`src/sv/ubsd_pkg.sv`:
```
// Shared types and constants for the UTF-16 byte stream decoder.
// No dependencies; every other source file uses this package.
package ubsd_pkg;

	localparam int CP_W = 21;
	localparam int SURR_W = 10;

	localparam logic [7:0] HS_MIN = 8'hD8;
	localparam logic [7:0] HS_MAX = 8'hDB;
	localparam logic [7:0] LS_MIN = 8'hDC;
	localparam logic [7:0] LS_MAX = 8'hDF;
	localparam logic [7:0] BOM_FE = 8'hFE;
	localparam logic [7:0] BOM_FF = 8'hFF;
	localparam logic [CP_W-1:0] SUPP_BASE = 21'h10000;
	localparam logic [CP_W-1:0] ASCII_MAX = 21'h7F;

	// one paired unit (or a bare end-of-string marker) on its way to the back end
	typedef struct packed {
		logic [7:0] b0;
		logic [7:0] b1;
		logic       has_unit;
		logic       last;
		logic       bom_be;
		logic       bom_le;
	} ubsd_unit_t;

	typedef struct packed {
		logic full;
		logic empty;
	} ubsd_q_status_t;

endpackage

```
`src/sv/ubsd_if.sv`:
```
// Handshake channels of the decoder: input bytes, decoded code points, config writes.
// Depends on ubsd_pkg for the code point width.
interface ubsd_byte_if;
	logic       valid;
	logic       ready;
	logic [7:0] data_byte;
	logic       last_byte;

	modport source (output valid, output data_byte, output last_byte, input ready);
	modport sink (input valid, input data_byte, input last_byte, output ready);
endinterface

interface ubsd_cp_if;
	logic                      valid;
	logic                      ready;
	logic [ubsd_pkg::CP_W-1:0] code_point;
	logic                      is_ascii;
	logic                      is_error;

	modport source (output valid, output code_point, output is_ascii, output is_error,
		input ready);
	modport sink (input valid, input code_point, input is_ascii, input is_error,
		output ready);
endinterface

interface ubsd_cfg_if;
	logic valid;
	logic ready;
	logic default_big_endian;

	modport source (output valid, output default_big_endian, input ready);
	modport sink (input valid, input default_big_endian, output ready);
endinterface

```
`src/sv/utf16_byte_stream_decoder.sv`:
```
// UTF-16 byte stream decoder: one byte per cycle in while the unit queue has room,
// at most one code point per unit out. A result passes through the unit queue and
// then the output register, which holds it while the output is stalled.
// Throughput: 1 byte per cycle unless a stalled output fills the unit queue.
// Reset clears pairing, surrogate and queue state; byte order resets to big endian.
// Depends on ubsd_pkg, ubsd_if, ubsd_front, ubsd_queue and ubsd_back.
module utf16_byte_stream_decoder #(
	parameter int QUEUE_DEPTH = 2
) (
	input  logic      clk,
	input  logic      arst_n,
	ubsd_byte_if.sink bytes,
	ubsd_cp_if.source points,
	ubsd_cfg_if.sink  cfg
);
	import ubsd_pkg::*;

	ubsd_unit_t     wr_item;
	ubsd_unit_t     rd_item;
	ubsd_q_status_t qstat;
	logic           push;
	logic           pop;

	ubsd_front u_front (
		.clk    (clk),
		.arst_n (arst_n),
		.bytes  (bytes),
		.qstat  (qstat),
		.push   (push),
		.item   (wr_item)
	);

	ubsd_queue #(
		.DEPTH (QUEUE_DEPTH)
	) u_queue (
		.clk     (clk),
		.arst_n  (arst_n),
		.push    (push),
		.wr_item (wr_item),
		.pop     (pop),
		.rd_item (rd_item),
		.status  (qstat)
	);

	ubsd_back u_back (
		.clk    (clk),
		.arst_n (arst_n),
		.item   (rd_item),
		.qstat  (qstat),
		.pop    (pop),
		.points (points),
		.cfg    (cfg)
	);

endmodule

```
`src/sv/ubsd_front.sv`:
```
// Front end: accepts bytes, pairs them into units and spots byte order marks.
// Depends on ubsd_pkg and ubsd_byte_if.
module ubsd_front (
	input  logic                     clk,
	input  logic                     arst_n,
	ubsd_byte_if.sink                bytes,
	input  ubsd_pkg::ubsd_q_status_t qstat,
	output logic                     push,
	output ubsd_pkg::ubsd_unit_t     item
);
	import ubsd_pkg::*;

	logic       have_first_q;
	logic [7:0] first_q;
	logic       accept;

	assign bytes.ready = !qstat.full;
	assign accept = bytes.valid && bytes.ready;

	// forward on the second byte of a unit, or on a last byte to flush the back end
	assign push = accept && (have_first_q || bytes.last_byte);

	always_comb begin
		item.b0 = first_q;
		item.b1 = bytes.data_byte;
		item.has_unit = have_first_q;
		item.last = bytes.last_byte;
		item.bom_be = (first_q == BOM_FE) && (bytes.data_byte == BOM_FF);
		item.bom_le = (first_q == BOM_FF) && (bytes.data_byte == BOM_FE);
	end

	always_ff @(posedge clk or negedge arst_n) begin
		if (!arst_n) begin
			have_first_q <= 1'b0;
		end else if (accept) begin
			have_first_q <= !have_first_q && !bytes.last_byte;
		end
	end

	always_ff @(posedge clk) begin
		if (accept && !have_first_q) begin
			first_q <= bytes.data_byte;
		end
	end

endmodule

```
`src/sv/ubsd_queue.sv`:
```
// Short register queue between the front and back ends.
// Depends on ubsd_pkg for the item and status types.
module ubsd_queue #(
	parameter int DEPTH = 2
) (
	input  logic                     clk,
	input  logic                     arst_n,
	input  logic                     push,
	input  ubsd_pkg::ubsd_unit_t     wr_item,
	input  logic                     pop,
	output ubsd_pkg::ubsd_unit_t     rd_item,
	output ubsd_pkg::ubsd_q_status_t status
);
	import ubsd_pkg::*;

	localparam int PW = (DEPTH > 1) ? $clog2(DEPTH) : 1;
	localparam int CW = $clog2(DEPTH + 1);

	ubsd_unit_t      slots_q [DEPTH];
	logic [PW-1:0]   wr_ptr_q;
	logic [PW-1:0]   rd_ptr_q;
	logic [CW-1:0]   count_q;
	logic            do_push;
	logic            do_pop;

	assign status.full = (count_q == CW'(DEPTH));
	assign status.empty = (count_q == '0);
	assign do_push = push && !status.full;
	assign do_pop = pop && !status.empty;
	assign rd_item = slots_q[rd_ptr_q];

	function automatic logic [PW-1:0] ptr_next(input logic [PW-1:0] p);
		ptr_next = (p == PW'(DEPTH - 1)) ? '0 : p + 1'b1;
	endfunction

	always_ff @(posedge clk or negedge arst_n) begin
		if (!arst_n) begin
			wr_ptr_q <= '0;
			rd_ptr_q <= '0;
			count_q <= '0;
		end else begin
			if (do_push) begin
				wr_ptr_q <= ptr_next(wr_ptr_q);
			end
			if (do_pop) begin
				rd_ptr_q <= ptr_next(rd_ptr_q);
			end
			if (do_push && !do_pop) begin
				count_q <= count_q + 1'b1;
			end else if (do_pop && !do_push) begin
				count_q <= count_q - 1'b1;
			end
		end
	end

	always_ff @(posedge clk) begin
		if (do_push) begin
			slots_q[wr_ptr_q] <= wr_item;
		end
	end

	a_no_overfill: assert property (@(posedge clk) disable iff (!arst_n)
		!(push && status.full))
		else $error("item pushed into a full queue");

	a_count_range: assert property (@(posedge clk) disable iff (!arst_n)
		count_q <= CW'(DEPTH))
		else $error("queue count beyond depth");

	a_ptr_gap: assert property (@(posedge clk) disable iff (!arst_n)
		(status.empty || status.full) |-> (wr_ptr_q == rd_ptr_q))
		else $error("queue pointers disagree with count");

endmodule

```
`src/sv/ubsd_back.sv`:
```
// Back end: applies byte order, joins surrogate pairs and holds the result register.
// Depends on ubsd_pkg, ubsd_cp_if and ubsd_cfg_if.
module ubsd_back (
	input  logic                     clk,
	input  logic                     arst_n,
	input  ubsd_pkg::ubsd_unit_t     item,
	input  ubsd_pkg::ubsd_q_status_t qstat,
	output logic                     pop,
	ubsd_cp_if.source                points,
	ubsd_cfg_if.sink                 cfg
);
	import ubsd_pkg::*;

	logic              big_endian_q;
	logic              have_hs_q;
	logic [SURR_W-1:0] hs_bits_q;
	logic              out_valid_q;
	logic [CP_W-1:0]   cp_q;
	logic              ascii_q;
	logic              error_q;

	logic              is_bom;
	logic [7:0]        hi;
	logic [7:0]        lo;
	logic              hi_is_hs;
	logic              hi_is_ls;
	logic              emit;
	logic [CP_W-1:0]   emit_cp;
	logic              emit_err;
	logic [CP_W-1:0]   pair_cp;

	assign cfg.ready = 1'b1;
	assign pop = !qstat.empty && (!out_valid_q || points.ready);

	assign points.valid = out_valid_q;
	assign points.code_point = cp_q;
	assign points.is_ascii = ascii_q;
	assign points.is_error = error_q;

	// a mark right after a high surrogate is just a broken partner
	assign is_bom = item.has_unit && !have_hs_q && (item.bom_be || item.bom_le);
	assign hi = big_endian_q ? item.b0 : item.b1;
	assign lo = big_endian_q ? item.b1 : item.b0;
	assign hi_is_hs = (hi >= HS_MIN) && (hi <= HS_MAX);
	assign hi_is_ls = (hi >= LS_MIN) && (hi <= LS_MAX);
	assign pair_cp = SUPP_BASE + {1'b0, hs_bits_q, hi[1:0], lo};

	always_comb begin
		emit = 1'b0;
		emit_cp = '0;
		emit_err = 1'b0;
		if (item.has_unit && !is_bom) begin
			if (have_hs_q) begin
				emit = 1'b1;
				emit_cp = hi_is_ls ? pair_cp : '0;
				emit_err = !hi_is_ls;
			end else if (!hi_is_hs) begin
				emit = 1'b1;
				emit_cp = {5'd0, hi, lo};
			end
		end
	end

	always_ff @(posedge clk or negedge arst_n) begin
		if (!arst_n) begin
			big_endian_q <= 1'b1;
			have_hs_q <= 1'b0;
			out_valid_q <= 1'b0;
		end else begin
			if (cfg.valid) begin
				big_endian_q <= cfg.default_big_endian;
			end else if (pop && is_bom) begin
				big_endian_q <= item.bom_be;
			end
			if (pop) begin
				if (item.last) begin
					have_hs_q <= 1'b0;
				end else if (item.has_unit && !is_bom) begin
					have_hs_q <= !have_hs_q && hi_is_hs;
				end
				out_valid_q <= emit;
			end else if (points.ready) begin
				out_valid_q <= 1'b0;
			end
		end
	end

	always_ff @(posedge clk) begin
		if (pop && item.has_unit && !is_bom && !have_hs_q && hi_is_hs) begin
			hs_bits_q <= {hi[1:0], lo};
		end
		if (pop && emit) begin
			cp_q <= emit_cp;
			ascii_q <= !emit_err && (emit_cp <= ASCII_MAX);
			error_q <= emit_err;
		end
	end

	a_last_clears_hs: assert property (@(posedge clk) disable iff (!arst_n)
		(pop && item.last) |=> !have_hs_q)
		else $error("held surrogate survived end of string");

	a_error_payload: assert property (@(posedge clk) disable iff (!arst_n)
		(out_valid_q && error_q) |-> (cp_q == '0 && !ascii_q))
		else $error("error result carries a code point");

	a_pair_consumes_hs: assert property (@(posedge clk) disable iff (!arst_n)
		(pop && have_hs_q && item.has_unit) |=> !have_hs_q)
		else $error("surrogate still held after its partner");

	a_no_pop_on_stall: assert property (@(posedge clk) disable iff (!arst_n)
		(out_valid_q && !points.ready) |-> !pop)
		else $error("item taken while result is stalled");

endmodule

```
`src/flat_wrapper.sv`:
```
// flat-port wrapper written by rule: the top's interface ports become plain ports
module utf16_byte_stream_decoder_flat import ubsd_pkg::*;
#(
	parameter int QUEUE_DEPTH = 2
)
  (clk, arst_n, bytes_valid, bytes_data_byte, bytes_last_byte, bytes_ready, points_valid, points_code_point, points_is_ascii, points_is_error, points_ready, cfg_valid, cfg_default_big_endian, cfg_ready);
  ubsd_byte_if bytes_i ();
  ubsd_cp_if points_i ();
  ubsd_cfg_if cfg_i ();
  input  logic clk;
  input  logic arst_n;
  input wire logic [$bits(bytes_i.valid)-1:0] bytes_valid;
  input wire logic [$bits(bytes_i.data_byte)-1:0] bytes_data_byte;
  input wire logic [$bits(bytes_i.last_byte)-1:0] bytes_last_byte;
  output wire logic [$bits(bytes_i.ready)-1:0] bytes_ready;
  output wire logic [$bits(points_i.valid)-1:0] points_valid;
  output wire logic [$bits(points_i.code_point)-1:0] points_code_point;
  output wire logic [$bits(points_i.is_ascii)-1:0] points_is_ascii;
  output wire logic [$bits(points_i.is_error)-1:0] points_is_error;
  input wire logic [$bits(points_i.ready)-1:0] points_ready;
  input wire logic [$bits(cfg_i.valid)-1:0] cfg_valid;
  input wire logic [$bits(cfg_i.default_big_endian)-1:0] cfg_default_big_endian;
  output wire logic [$bits(cfg_i.ready)-1:0] cfg_ready;
  assign bytes_i.valid = bytes_valid;
  assign bytes_i.data_byte = bytes_data_byte;
  assign bytes_i.last_byte = bytes_last_byte;
  assign bytes_ready = bytes_i.ready;
  assign points_valid = points_i.valid;
  assign points_code_point = points_i.code_point;
  assign points_is_ascii = points_i.is_ascii;
  assign points_is_error = points_i.is_error;
  assign points_i.ready = points_ready;
  assign cfg_i.valid = cfg_valid;
  assign cfg_i.default_big_endian = cfg_default_big_endian;
  assign cfg_ready = cfg_i.ready;
  utf16_byte_stream_decoder #(.QUEUE_DEPTH(QUEUE_DEPTH)) u_core (.clk(clk), .arst_n(arst_n), .bytes(bytes_i), .points(points_i), .cfg(cfg_i));
endmodule
```
`config.mk`:
```
export PLATFORM = sky130hd
export DESIGN_NAME = utf16_byte_stream_decoder_flat
export DESIGN_NICKNAME = d
export VERILOG_FILES = /design/src/sv/ubsd_pkg.sv /design/src/sv/ubsd_if.sv /design/src/sv/utf16_byte_stream_decoder.sv /design/src/sv/ubsd_front.sv /design/src/sv/ubsd_queue.sv /design/src/sv/ubsd_back.sv /design/src/flat_wrapper.sv
export SDC_FILE = /design/constraint.sdc
export NUM_CORES = 1
export LEC_CHECK = 0
export ABC_AREA = 1
export BUFFER_PORTS_ARGS = -buffer_cell sky130_fd_sc_hd__buf_2
export CORE_ASPECT_RATIO = 0.5
export CORE_MARGIN = 3
export CORE_UTILIZATION = 58
export CTS_CLUSTER_SIZE = 28
export DETAILED_ROUTE_END_ITERATION = 12
export GPL_TIMING_DRIVEN = 0
export PLACE_DENSITY = 0.79
export SLEW_MARGIN = 20
export SYNTH_ARGS = -nofsm -noshare
export SYNTH_HDL_FRONTEND = slang
export SYNTH_SLANG_ARGS = --single-unit
```
`constraint.sdc`:
```
create_clock -name clk -period 3.6 [get_ports clk]
set_clock_uncertainty 0.1 [all_clocks]
set_input_delay 0.18 -clock clk [delete_from_list [all_inputs] [get_ports clk]]
set_output_delay 0.18 -clock clk [all_outputs]
set_load 0.02 [all_outputs]
```
---- Word-level counts from Yosys, hierarchy flattened ----
Memories as Yosys holds them, arrays and structs flattened.
Cells that the tools add are included.
Widths: inputs -> output; s select.
word-level totals
  flip-flop bits (word level) ............. 49
  bits in writable memories ............... 40
  input bits .............................. 15
  output and inout bits ................... 26
  logic and storage cells ................. 95
  memories kept ........................... 1
memory list
  memory                  depth  bits a word  rd ports  clocked after Yosys merged registers in  write ports  RTL line          source
  u_core.u_queue.slots_q  2      20           1         0                                        1            ubsd_queue.sv:19  ubsd_unit_t slots_q [DEPTH];
operators by class
  $add $sub $neg .......................... 5
  $lt $le $gt $ge ......................... 5
  equality and inequality tests ........... 5
  multiplexer cells ....................... 23
  reduce and logical (&&, ||, !) cells .... 44
operator list
  cell                    count
  $mux 21                 3
  $eq 8x8->1 const B      4
  $logic_and 1x1->1       24
  $add 17x20->21 const A  1
  $le 21x7->1 const B     1
  $ge 8x8->1 const B      2
  $le 8x8->1 const B      2
  $mux 16                 1
  $mux 8                  2
  $mux 1                  15
  $logic_not 1->1         11
  $reduce_bool 2->1       4
  $mux 2                  2
  $logic_or 1x1->1        3
  $add 1x1->1 const B     2
  $add 2x1->2 const B     1
  $eq 2x2->1 const B      1
  $logic_not 2->1         1
  $reduce_and 2->1        1
  $sub 2x1->2 const B     1

---- Logic depth before layout (Yosys ltp) ----
Gate-level depths: netlist (run 1).
  depth in word-level cells ............... 9
  gate-level depth with buffers ........... 15
  depth with buffers taken out ............ 15

---- Hierarchy ----
From an unflattened synthesis (run 1), not the netlist that was laid out.
second synthesis, totals
  cell total of the unflattened synthesis .. 413
  area total of the unflattened synthesis .. 4127.7 um^2
modules (own cells, without submodules)
  module      instances  cells an instance  area each (um^2)  sequential area each (um^2)
  ubsd_back   1          229                1979.4            1067.3
  ubsd_queue  1          136                1687.9            1301.2
  ubsd_front  1          48                 460.4             265.3

---- Worst setup path before layout (run 1) ----
OpenSTA, ideal clock, no wires.
  path type ............................... reg-to-reg
  start ................................... register u_core.u_back.big_endian_q
  end ..................................... register u_core.u_back.cp_q[0] (netlist: u_core.u_back.points.code_point[0]) (enable)
  setup time .............................. 0.403 ns
  arrival time ............................ 2.390 ns
  data required time ...................... 3.097 ns
  slack ................................... 0.708 ns
  cell stages (with the launch flop) ...... 10
  path buffers ............................ 1
  period minus slack after synthesis ...... 2.892 ns
  path through ............................ dfstp_2 > inv_2 > buf_2 > nand3_1 > nand2_1 > nor2_2 > nand3_4 > nand4_4 > nand2_1 > nor2_1
on the way
  cells in the longest elaborated chain, start to end .. 7
  elaborated cells between the ends (all ways) .. 8
  those cells by class .................... order compare: 2; mux: 4; reduce/logical: 2
RTL lines
  what                                      RTL line         source
  start, declared                           ubsd_back.sv:14  logic big_endian_q;
  start signal, assigned                    ubsd_back.sv:71  big_endian_q <= cfg.default_big_endian;
  start signal, assigned                    ubsd_back.sv:73  big_endian_q <= item.bom_be;
  $mux 8 (*)                                ubsd_back.sv:42  assign hi = big_endian_q ? item.b0 : item.b1;
  $ge 8x8->1 or $le 8x8->1 (tied branches)  ubsd_back.sv:44  assign hi_is_hs = (hi >= HS_MIN) && (hi <= HS_MAX);
  $logic_and 1x1->1 (*)                     ubsd_back.sv:44
  $mux 1 (*)                                ubsd_back.sv:57  end else if (!hi_is_hs) begin
  $mux 1 (*)                                ubsd_back.sv:53  if (have_hs_q) begin
  $mux 1 (*)                                ubsd_back.sv:52  if (item.has_unit && !is_bom) begin
  $logic_and 1x1->1 (*)                     ubsd_back.sv:92  if (pop && emit) begin
  end signal, assigned                      ubsd_back.sv:93  cp_q <= emit_cp;
  end, declared                             ubsd_back.sv:18  logic [CP_W-1:0] cp_q;
Mark *: on every way between the ends. The rest lies on a longest branch, timed or not.
A chain may end at the register's enable or synchronous reset.

---- Final worst setup path (run 1) ----
  start ................................... register u_core.u_queue.rd_ptr_q
  end ..................................... register u_core.u_back.hs_bits_q[7] (enable)
on the way
  cells in the longest elaborated chain, start to end .. 7
  elaborated cells between the ends (all ways) .. 13
  those cells by class .................... order compare: 2; mux: 1; reduce/logical: 9; memory: 1
RTL lines
  what                                                                RTL line          source
  start, declared                                                     ubsd_queue.sv:21  logic [PW-1:0] rd_ptr_q;
  start signal, assigned                                              ubsd_queue.sv:46  rd_ptr_q <= ptr_next(rd_ptr_q);
  $mem_v2 2x20 (*)                                                    -
  parallel branches: the longest is 5 deep, another holds $ge 8x8->1  -
  $logic_and 1x1->1 (*)                                               ubsd_back.sv:89   if (pop && item.has_unit && !is_bom && !have_hs_q && hi_is_hs) begin
  end signal, assigned                                                ubsd_back.sv:90   hs_bits_q <= {hi[1:0], lo};
  end, declared                                                       ubsd_back.sv:16   logic [SURR_W-1:0] hs_bits_q;
Every way passes the cells marked *.

==> impl_metrics.json, run 1 <==
{
  "synth_top_area_share_pct": 61.27,
  "synth_mux_area_share_pct": 0.2521,
  "cts_resized": 0,
  "dr.pass1.iters": 4,
  "grt_usage_pct": 21.80,
  "path_depth": 10,
  "num_antenna_cells": 0,
  "yosysTopAreaCell": "edfxtp_1",
  "rsz0062_at_grt": "no",
  "p_per_area_mw_per_mm2": 895.2,
  "hpwl_mm": 5.514,
  "path_buf_inv": 2,
  "r2r-end": "u_core.u_back.hs_bits_q[7]",
  "hold_viol": 0,
  "yosys_warnings": 0,
  "worstReg2RegStart": "u_core.u_queue.rd_ptr_q",
  "grt_pass1_wl_mm": 12.58,
  "htree_num_levels": 3,
  "gp_congestion": 0.8787,
  "maxCapViolations": 0,
  "slew_violations": 0,
  "cp-start-kind": "register",
  "hp-class": "in -> reg",
  "clkSinkCount": 89,
  "tns_ps": 0,
  "layout_setup_ws_ps": 957.3,
  "instances_no_fill": 505,
  "synth-compound-area-share_pct": 4.192,
  "grt_overflow_total": 0,
  "numCtsBuffers": 9,
  "placementRows": 20,
  "syn2layout_area_growth_pct": 19.67,
  "ys_ff_latch": 89,
  "max_freq_mhz": 378.4,
  "ys_top_cells_by_area": "edfxtp_1 61%, nand2_1 5.6%, dfrtp_1 4.4%",
  "crit_required_ps": 3460,
  "status": "completed",
  "arrival_ps": 2510,
  "end_kind": "register",
  "ant_nets": 0,
  "cts_root_buf": "clkbuf_16",
  "grt_max_degree": 19,
  "synth_edf_count": 81,
  "io_buffers": 39,
  "crit_path_top_delay_cell": "nor3_2",
  "p_leak_nw": 1.967,
  "io_pins": 41,
  "coreArea_mm2": 0.006331,
  "max_slew_margin_pct": 43.52,
  "synthAdderAreaFrac_pct": 0.6303,
  "vdd_ir_drop_max_mv": 0.5220,
  "synth_top_family_by_area": "simple AND/OR/NAND/NOR gates",
  "cp_cell_sequence": "inv_2, buf_6, nand2_4, nand3_2, nand2_2, nor2_4, nand2_2, nor2_4, nand4_4, nor3_2",
  "dieArea_mm2": 0.007934,
  "r2r_cells": 10,
  "first_global_vias": 2553,
  "clk_latency_ps": 340,
  "synthCells": 346,
  "critPathTopFamily": "simple AND/OR/NAND/NOR gates",
  "power_w": 0.004253,
  "path_clk_slew_ps": 60,
  "start_util_pct": 62.71,
  "ys_types": 39,
  "fp.dieH_um": 64.50,
  "reg2reg_slack_ps": 960,
  "syn-cell-area_mm2": 0.003970,
  "final_layout_size_suffix_gt1_share_pct": 26.38,
  "synth-async-reset-ratio_pct": 8.989,
  "wl_mm": 7.616,
  "worst_slew_pin_slew_ps": 842.6,
  "avgRoutedWirePerCell_um": 15.08,
  "synthesis.nets": 363,
  "finalCritPeriodShare_pct": 73.41,
  "path_class": "reg -> reg",
  "crit_start": "u_core.u_queue.rd_ptr_q",
  "synth-seq-area-share_pct": 66.34,
  "dr.first_iter.drc_count": 169,
  "finalCriticalPeriod_ps": 2643,
  "setup_violations": 0,
  "pre_cts_slack_ps": 970.6,
  "critPathMaxStageDelay_ps": 690,
  "cts_tree": "yes",
  "synth_xor_area_share_pct": 1.324,
  "yosys.area_share.simple_pct": 22.09,
  "layout.nets": 429,
  "endpoint": "u_core.u_back.hs_bits_q[7]",
  "num_vias": 2633,
  "dpl.cell_count": 476,
  "post-route-drc-count": 0,
  "cts.path.max_buffers": 2,
  "die_w_um": 123.0,
  "viasPerCell": 5.214,
  "synth.avg_cell_area_um2": 11.47,
  "antenna_found_initial": 0,
  "synth_ff_type": "edfxtp_1",
  "crit_fanout": 11
}
-- kinds of logic (layout without fill, tap and decap cells) --
kind of cell / count (synthesis) / count (layout)
mux: 1 / 1
buf+inv: 46 / 117
simple gates: 170 / 170
fa+ha+maj: 2 / 2
xor+xnor: 6 / 6
compound gates: 31 / 31
other cells: 1 / 1
flops: 89 / 89
-- flip-flops by register name, summed over array words and instances (netlist names) --
| name | flops |
|---|---|
| u_core.u_back.points.valid | 1 |
| u_core.u_queue.rd_ptr_q | 1 |
| u_core.u_front.first_q | 8 |
| u_core.u_back.have_hs_q | 1 |
| u_core.u_queue.count_q | 2 |
| u_core.u_back.points.is_error | 1 |
| u_core.u_back.points.is_ascii | 1 |
| u_core.u_back.points.code_point | 21 |
| u_core.u_back.big_endian_q | 1 |
| u_core.u_queue.slots_q | 40 |
| u_core.u_back.hs_bits_q | 10 |
| u_core.u_front.have_first_q | 1 |
| u_core.u_queue.wr_ptr_q | 1 |
-- area by class of cell --
class | instances | area [um^2]
Fill cell | 416 | 1580
Clock inverter | 7 | 71.32
Buffer | 8 | 58.81
Tap cell | 88 | 110.1
Sequential cell | 89 | 2634
Inverter | 38 | 142.6
Clock buffer | 9 | 225.2
Multi-Input combinational cell | 211 | 1142
Timing Repair Buffer | 55 | 366.6
-- where the power goes --
| group | total [W] | internal, W | leakage (nW) | switching [W] |
|---|---|---|---|---|
| Clock | 0.000902 | 0.000535 | 0.141 | 0.000366 |
| Combinational | 0.00169 | 0.000550 | 0.981 | 0.00114 |
| Sequential | 0.00166 | 0.00155 | 0.845 | 0.000113 |
-- worst reg2reg max path: cells and delay by family, from the launching register on --
family                 cells  cell delay [ps]
buffers and inverters      2              340
AND/OR/NAND/NOR            8             1400
flip-flops                 1              440
-- routing by layer --
metal / vias to the layer above / track usage (%) / share of wire [%]
li1: 1311 / - / -
met1: 1228 / 28.78 / 47
met2: 82 / 33.58 / 46
met3: 12 / 7.585 / 6.0
met4: 0 / 8.414 / 1.5
met5: - / 0 / 0
-- cell usage in the layout (no fill, tap or decap), drive strengths merged, types with 4 or more instances in the layout --
cell type    count
edfxtp          81
nor3             4
nand4            4
a21oi            6
clkbuf          11
dlygate4sd3     13
nor2            50
xor2             4
dfrtp            7
or2              6
o21ai           20
clkinv           5
inv             38
buf             48
nand2           76
nand3           26
-- how the worst min path moves through the flow --
stage	from	endpoint	slack [ps]	depth (start not counted)
floorplan	arst_n	u_core.u_back.have_hs_q	-220	0
global placement	arst_n	u_core.u_back.points.valid	-70	1
detailed placement	arst_n	u_core.u_back.points.valid	-60	1
CTS	bytes_valid	u_core.u_front.have_first_q	5	3
global route	bytes_valid	u_core.u_front.have_first_q	50	3
finish	bytes_valid	u_core.u_front.have_first_q	20	3
-- through the flow --
stage	hold slack, ps	instance area (um^2)	utilization [%]
floorplan	-215.6	3970	-
global placement	-72.44	4275	67.53
detailed placement	-58.24	4324	68.30
CTS	5.290	4751	75.04
global route	49.70	4751	75.04
finish	18.63	4751	75.04
-- synth_stat cells (all sizes together), types with 6 or more instances --
library cell,n
nand2,76
o21ai,20
edfxtp,81
a21oi,6
inv,38
nor2,50
or2,6
nand3,26
buf,6
dfrtp,7
-- timing repair --
action | in CTS | in global routing
hold buffers | 13 | 0
hold endpoints to repair | 36 | 0
setup buffers | 0 | 0
Power figures use the tool's default switching activity.
==> run 2, diff against run 1 <==
--- a/config.mk
+++ b/config.mk
@@ -5,7 +5,7 @@
 export SDC_FILE = /design/constraint.sdc
 export NUM_CORES = 1
 export LEC_CHECK = 0
-export ABC_AREA = 1
+export ABC_AREA = 0
 export BUFFER_PORTS_ARGS = -buffer_cell sky130_fd_sc_hd__buf_2
 export CORE_ASPECT_RATIO = 0.5
 export CORE_MARGIN = 3
==> constraint.sdc (replaced) <==
create_clock -name clk -period 2.7 [get_ports clk]
set_clock_uncertainty 0.1 [all_clocks]
set_input_delay 0.135 -clock clk [delete_from_list [all_inputs] [get_ports clk]]
set_output_delay 0.135 -clock clk [all_outputs]
set_load 0.02 [all_outputs]
==> run 2 against run 1 <==
Setup slack lost 880 ps; die area shrank 4.6%; global-route usage grew 0.27 points; area after synthesis shrank 4.9%; register-to-register slack worse by 880 ps; largest power group is now sequential cells; synthesized cell count shrank 33%; sequential cell count stayed put; wire length is 0.89% higher; power up 8.3%; critical path depth fell by 1; core utilization decreased by 0.97 points.
==> impl_metrics.json, run 2 <==
{
  "placementRows": 20,
  "coreArea_mm2": 0.006181,
  "ys_types": 48,
  "vdd_ir_drop_max_mv": 0.7177,
  "max_slew_margin_pct": 35.50,
  "viasPerCell": 5.705,
  "start_util_pct": 61.07,
  "syn2layout_area_growth_pct": 21.28,
  "crit_fanout": 12,
  "post-route-drc-count": 0,
  "switching_power_w": 0.001491,
  "htree_num_levels": 3,
  "dieArea_mm2": 0.007571,
  "crit_required_ps": 2710,
  "wl_mm": 7.684,
  "path_class": "reg -> reg",
  "cts.path.max_buffers": 2,
  "largest_reg_flops": 40,
  "crit_path_top_delay_cell": "mux4_2",
  "finalCritPeriodShare_pct": 97.09,
  "die_w_um": 120.1,
  "path_clk_slew_ps": 60,
  "synthesis.nets": 248,
  "p_leak_nw": 1.656,
  "clkPwrFrac_pct": 24.6,
  "synth.avg_cell_area_um2": 16.34,
  "regArea_mm2": 0.002634,
  "p_int_w": 0.003113,
  "fp.dieH_um": 63.05,
  "maxCapViolations": 0,
  "ys_ff_latch": 89,
  "gp_congestion": 0.8125,
  "synth_top_area_share_pct": 64.43,
  "hpwl_mm": 5.156,
  "num_vias": 2242,
  "numCtsBuffers": 9,
  "clk_latency_ps": 340,
  "syn-cell-area_mm2": 0.003775,
  "seq_power_share_pct": 43.8,
  "slew_violations": 0,
  "cp-start-kind": "register",
  "dr.pass1.iters": 4,
  "final_core_util_pct": 74.07,
  "path_buf_inv": 4,
  "ys_top_cells_by_area": "edfxtp_1 64%, mux4_2 5.4%, dfrtp_1 4.6%",
  "final_cell_mix": "81 x edfxtp_1, 40 x buf_2, 22 x nor2_1",
  "cp_cell_sequence": "buf_6, buf_8, mux4_2, or2_0, or2_1, buf_6, nor2_4, nor2_4, buf_12",
  "status": "completed",
  "worst_slew_pin_slew_ps": 967.5,
  "io_buffers": 39,
  "p_per_area_mw_per_mm2": 1006,
  "antenna_found_initial": 0,
  "critPathMaxStageDelay_ps": 590,
  "instances_no_fill": 393,
  "synth-seq-area-share_pct": 69.77,
  "finish.instance_area_mm2": 0.004578,
  "io_pins": 41,
  "arrival_ps": 2630,
  "grt_usage_pct": 22.07,
  "layout.nets": 317,
  "power_w": 0.004604,
  "layout_commonest_cell": "edfxtp_1",
  "timing.hold.ws_ps": 74.98,
  "grt_overflow_total": 0,
  "clkSinkCount": 89,
  "cts_tree": "yes",
  "finalCriticalPeriod_ps": 2621,
  "setup_violations": 0,
  "nFillCells": 389,
  "yosys_warnings": 0,
  "end_kind": "register",
  "synth-async-reset-ratio_pct": 8.989,
  "hp-class": "in -> reg",
  "p_comb_share_pct": 31.6,
  "hold_viol": 0,
  "dr.first_iter.drc_count": 178,
  "critPathTopFamily": "simple AND/OR/NAND/NOR gates",
  "synth.top_cells.by_count": "81 x edfxtp_1, 24 x nor2_1, 9 x a21oi_1, 9 x mux4_2",
  "dpl-instance-area_mm2": 0.004110,
  "grt_pass1_wl_mm": 11.97,
  "grt_max_degree": 21,
  "num_antenna_cells": 0,
  "synth_edf_count": 81,
  "top_register": "u_core.u_queue.slots_q",
  "synth_ff_type": "edfxtp_1",
  "netSwitchingFraction_pct": 32.39,
  "dpl.cell_count": 359,
  "final_layout_size_suffix_gt1_share_pct": 30.49,
  "yosysTopAreaCell": "edfxtp_1",
  "max_freq_mhz": 381.5,
  "multi_input_area_mm2": 0.001097,
  "first_global_vias": 2232,
  "synthCells": 231,
  "cts_root_buf": "clkbuf_16",
  "yosysMostFrequentCell": "edfxtp_1",
  "avgRoutedWirePerCell_um": 19.55,
  "ant_nets": 0
}
==> run 2: cell families (layout without fill, tap and decap cells) <==
family,after synthesis,count (layout),synth area share [%]
multiplexers,23,23,10.54
XOR/XNOR,7,7,1.624
adder cells (fa/ha/maj),2,2,0.6628
other,1,1,0.09934
flip-flops,89,89,69.77
buffers and inverters,13,86,2.353
AND/OR/NAND/NOR,72,73,10.24
AO/OA/AOI/OAI,24,24,4.706
==> run 2: repair_timing <==
| action | in CTS | in global routing |
|---|---|---|
| hold buffers | 12 | 0 |
| setup endpoints to repair | 33 | 27 |
| setup buffers | 2 | 3 |
| gates resized for setup | 4 | 2 |
| hold endpoints to repair | 35 | 0 |
| cloned | 1 | 0 |
| pin swaps | 2 | 2 |
==> run 2: power by group through the flow <==
stage	Clock, W	Sequential [W]	Combinational, W
2_1_floorplan	0	0.00209	0.000912
3_3_place_gp	0	0.00202	0.00131
3_5_place_dp	0	0.00204	0.00137
4_1_cts	0.00115	0.00202	0.00142
5_1_grt	0.00122	0.00204	0.00156
6_report	0.00113	0.00202	0.00145
==> run 2: stage by stage <==
step / TNS (ps) / setup WS (ps)
finish: 0 / 78.56
global route: -6.215 / -6.215
CTS: 0 / 74.65
detailed placement: -13550 / -442.8
global placement: -9078 / -305.2
floorplan: 0 / 49.45
==> run 2: final timing paths <==
check | start | endpoint | slack (ps) | cells after the start
worst max-delay path | u_core.u_queue.rd_ptr_q | u_core.u_back.points.code_point[20] | 80 | 9
worst min-delay path | points_ready | u_core.u_back.points.valid | 70 | 3
worst max register to register | u_core.u_queue.rd_ptr_q | u_core.u_back.points.code_point[20] | 80 | 9
worst min register to register | u_core.u_front.first_q[7] | u_core.u_queue.slots_q[1][19] | 380 | 0
max in group asynchronous | arst_n | u_core.u_back.big_endian_q | 2180 | 2
min in group asynchronous | arst_n | u_core.u_back.have_hs_q | 80 | 2
==> run 2: metal layers <==
metal,vias up,share of wire (%),GRT usage [%],wire length [um]
met5,-,0,0,0
met4,0,1.6,8.274,123
met3,14,8.1,10.04,626
met2,94,49,34.73,3738
met1,1098,42,27.10,3195
li1,1036,-,-,-
==> run 2: cell type report <==
class | count | share of cell area [%]
Sequential cell | 89 | 57.53
Multi-Input combinational cell | 130 | 23.97
Timing Repair Buffer | 57 | 8.226
Clock buffer | 10 | 5.001
Tap cell | 88 | 2.405
Buffer | 10 | 1.694
Clock inverter | 6 | 0.9292
Inverter | 3 | 0.2460
==> run 2: worst min-delay path: stages <==
cell      delay, ps
buf_2            80
nand2b_1        150
o21ai_0         100
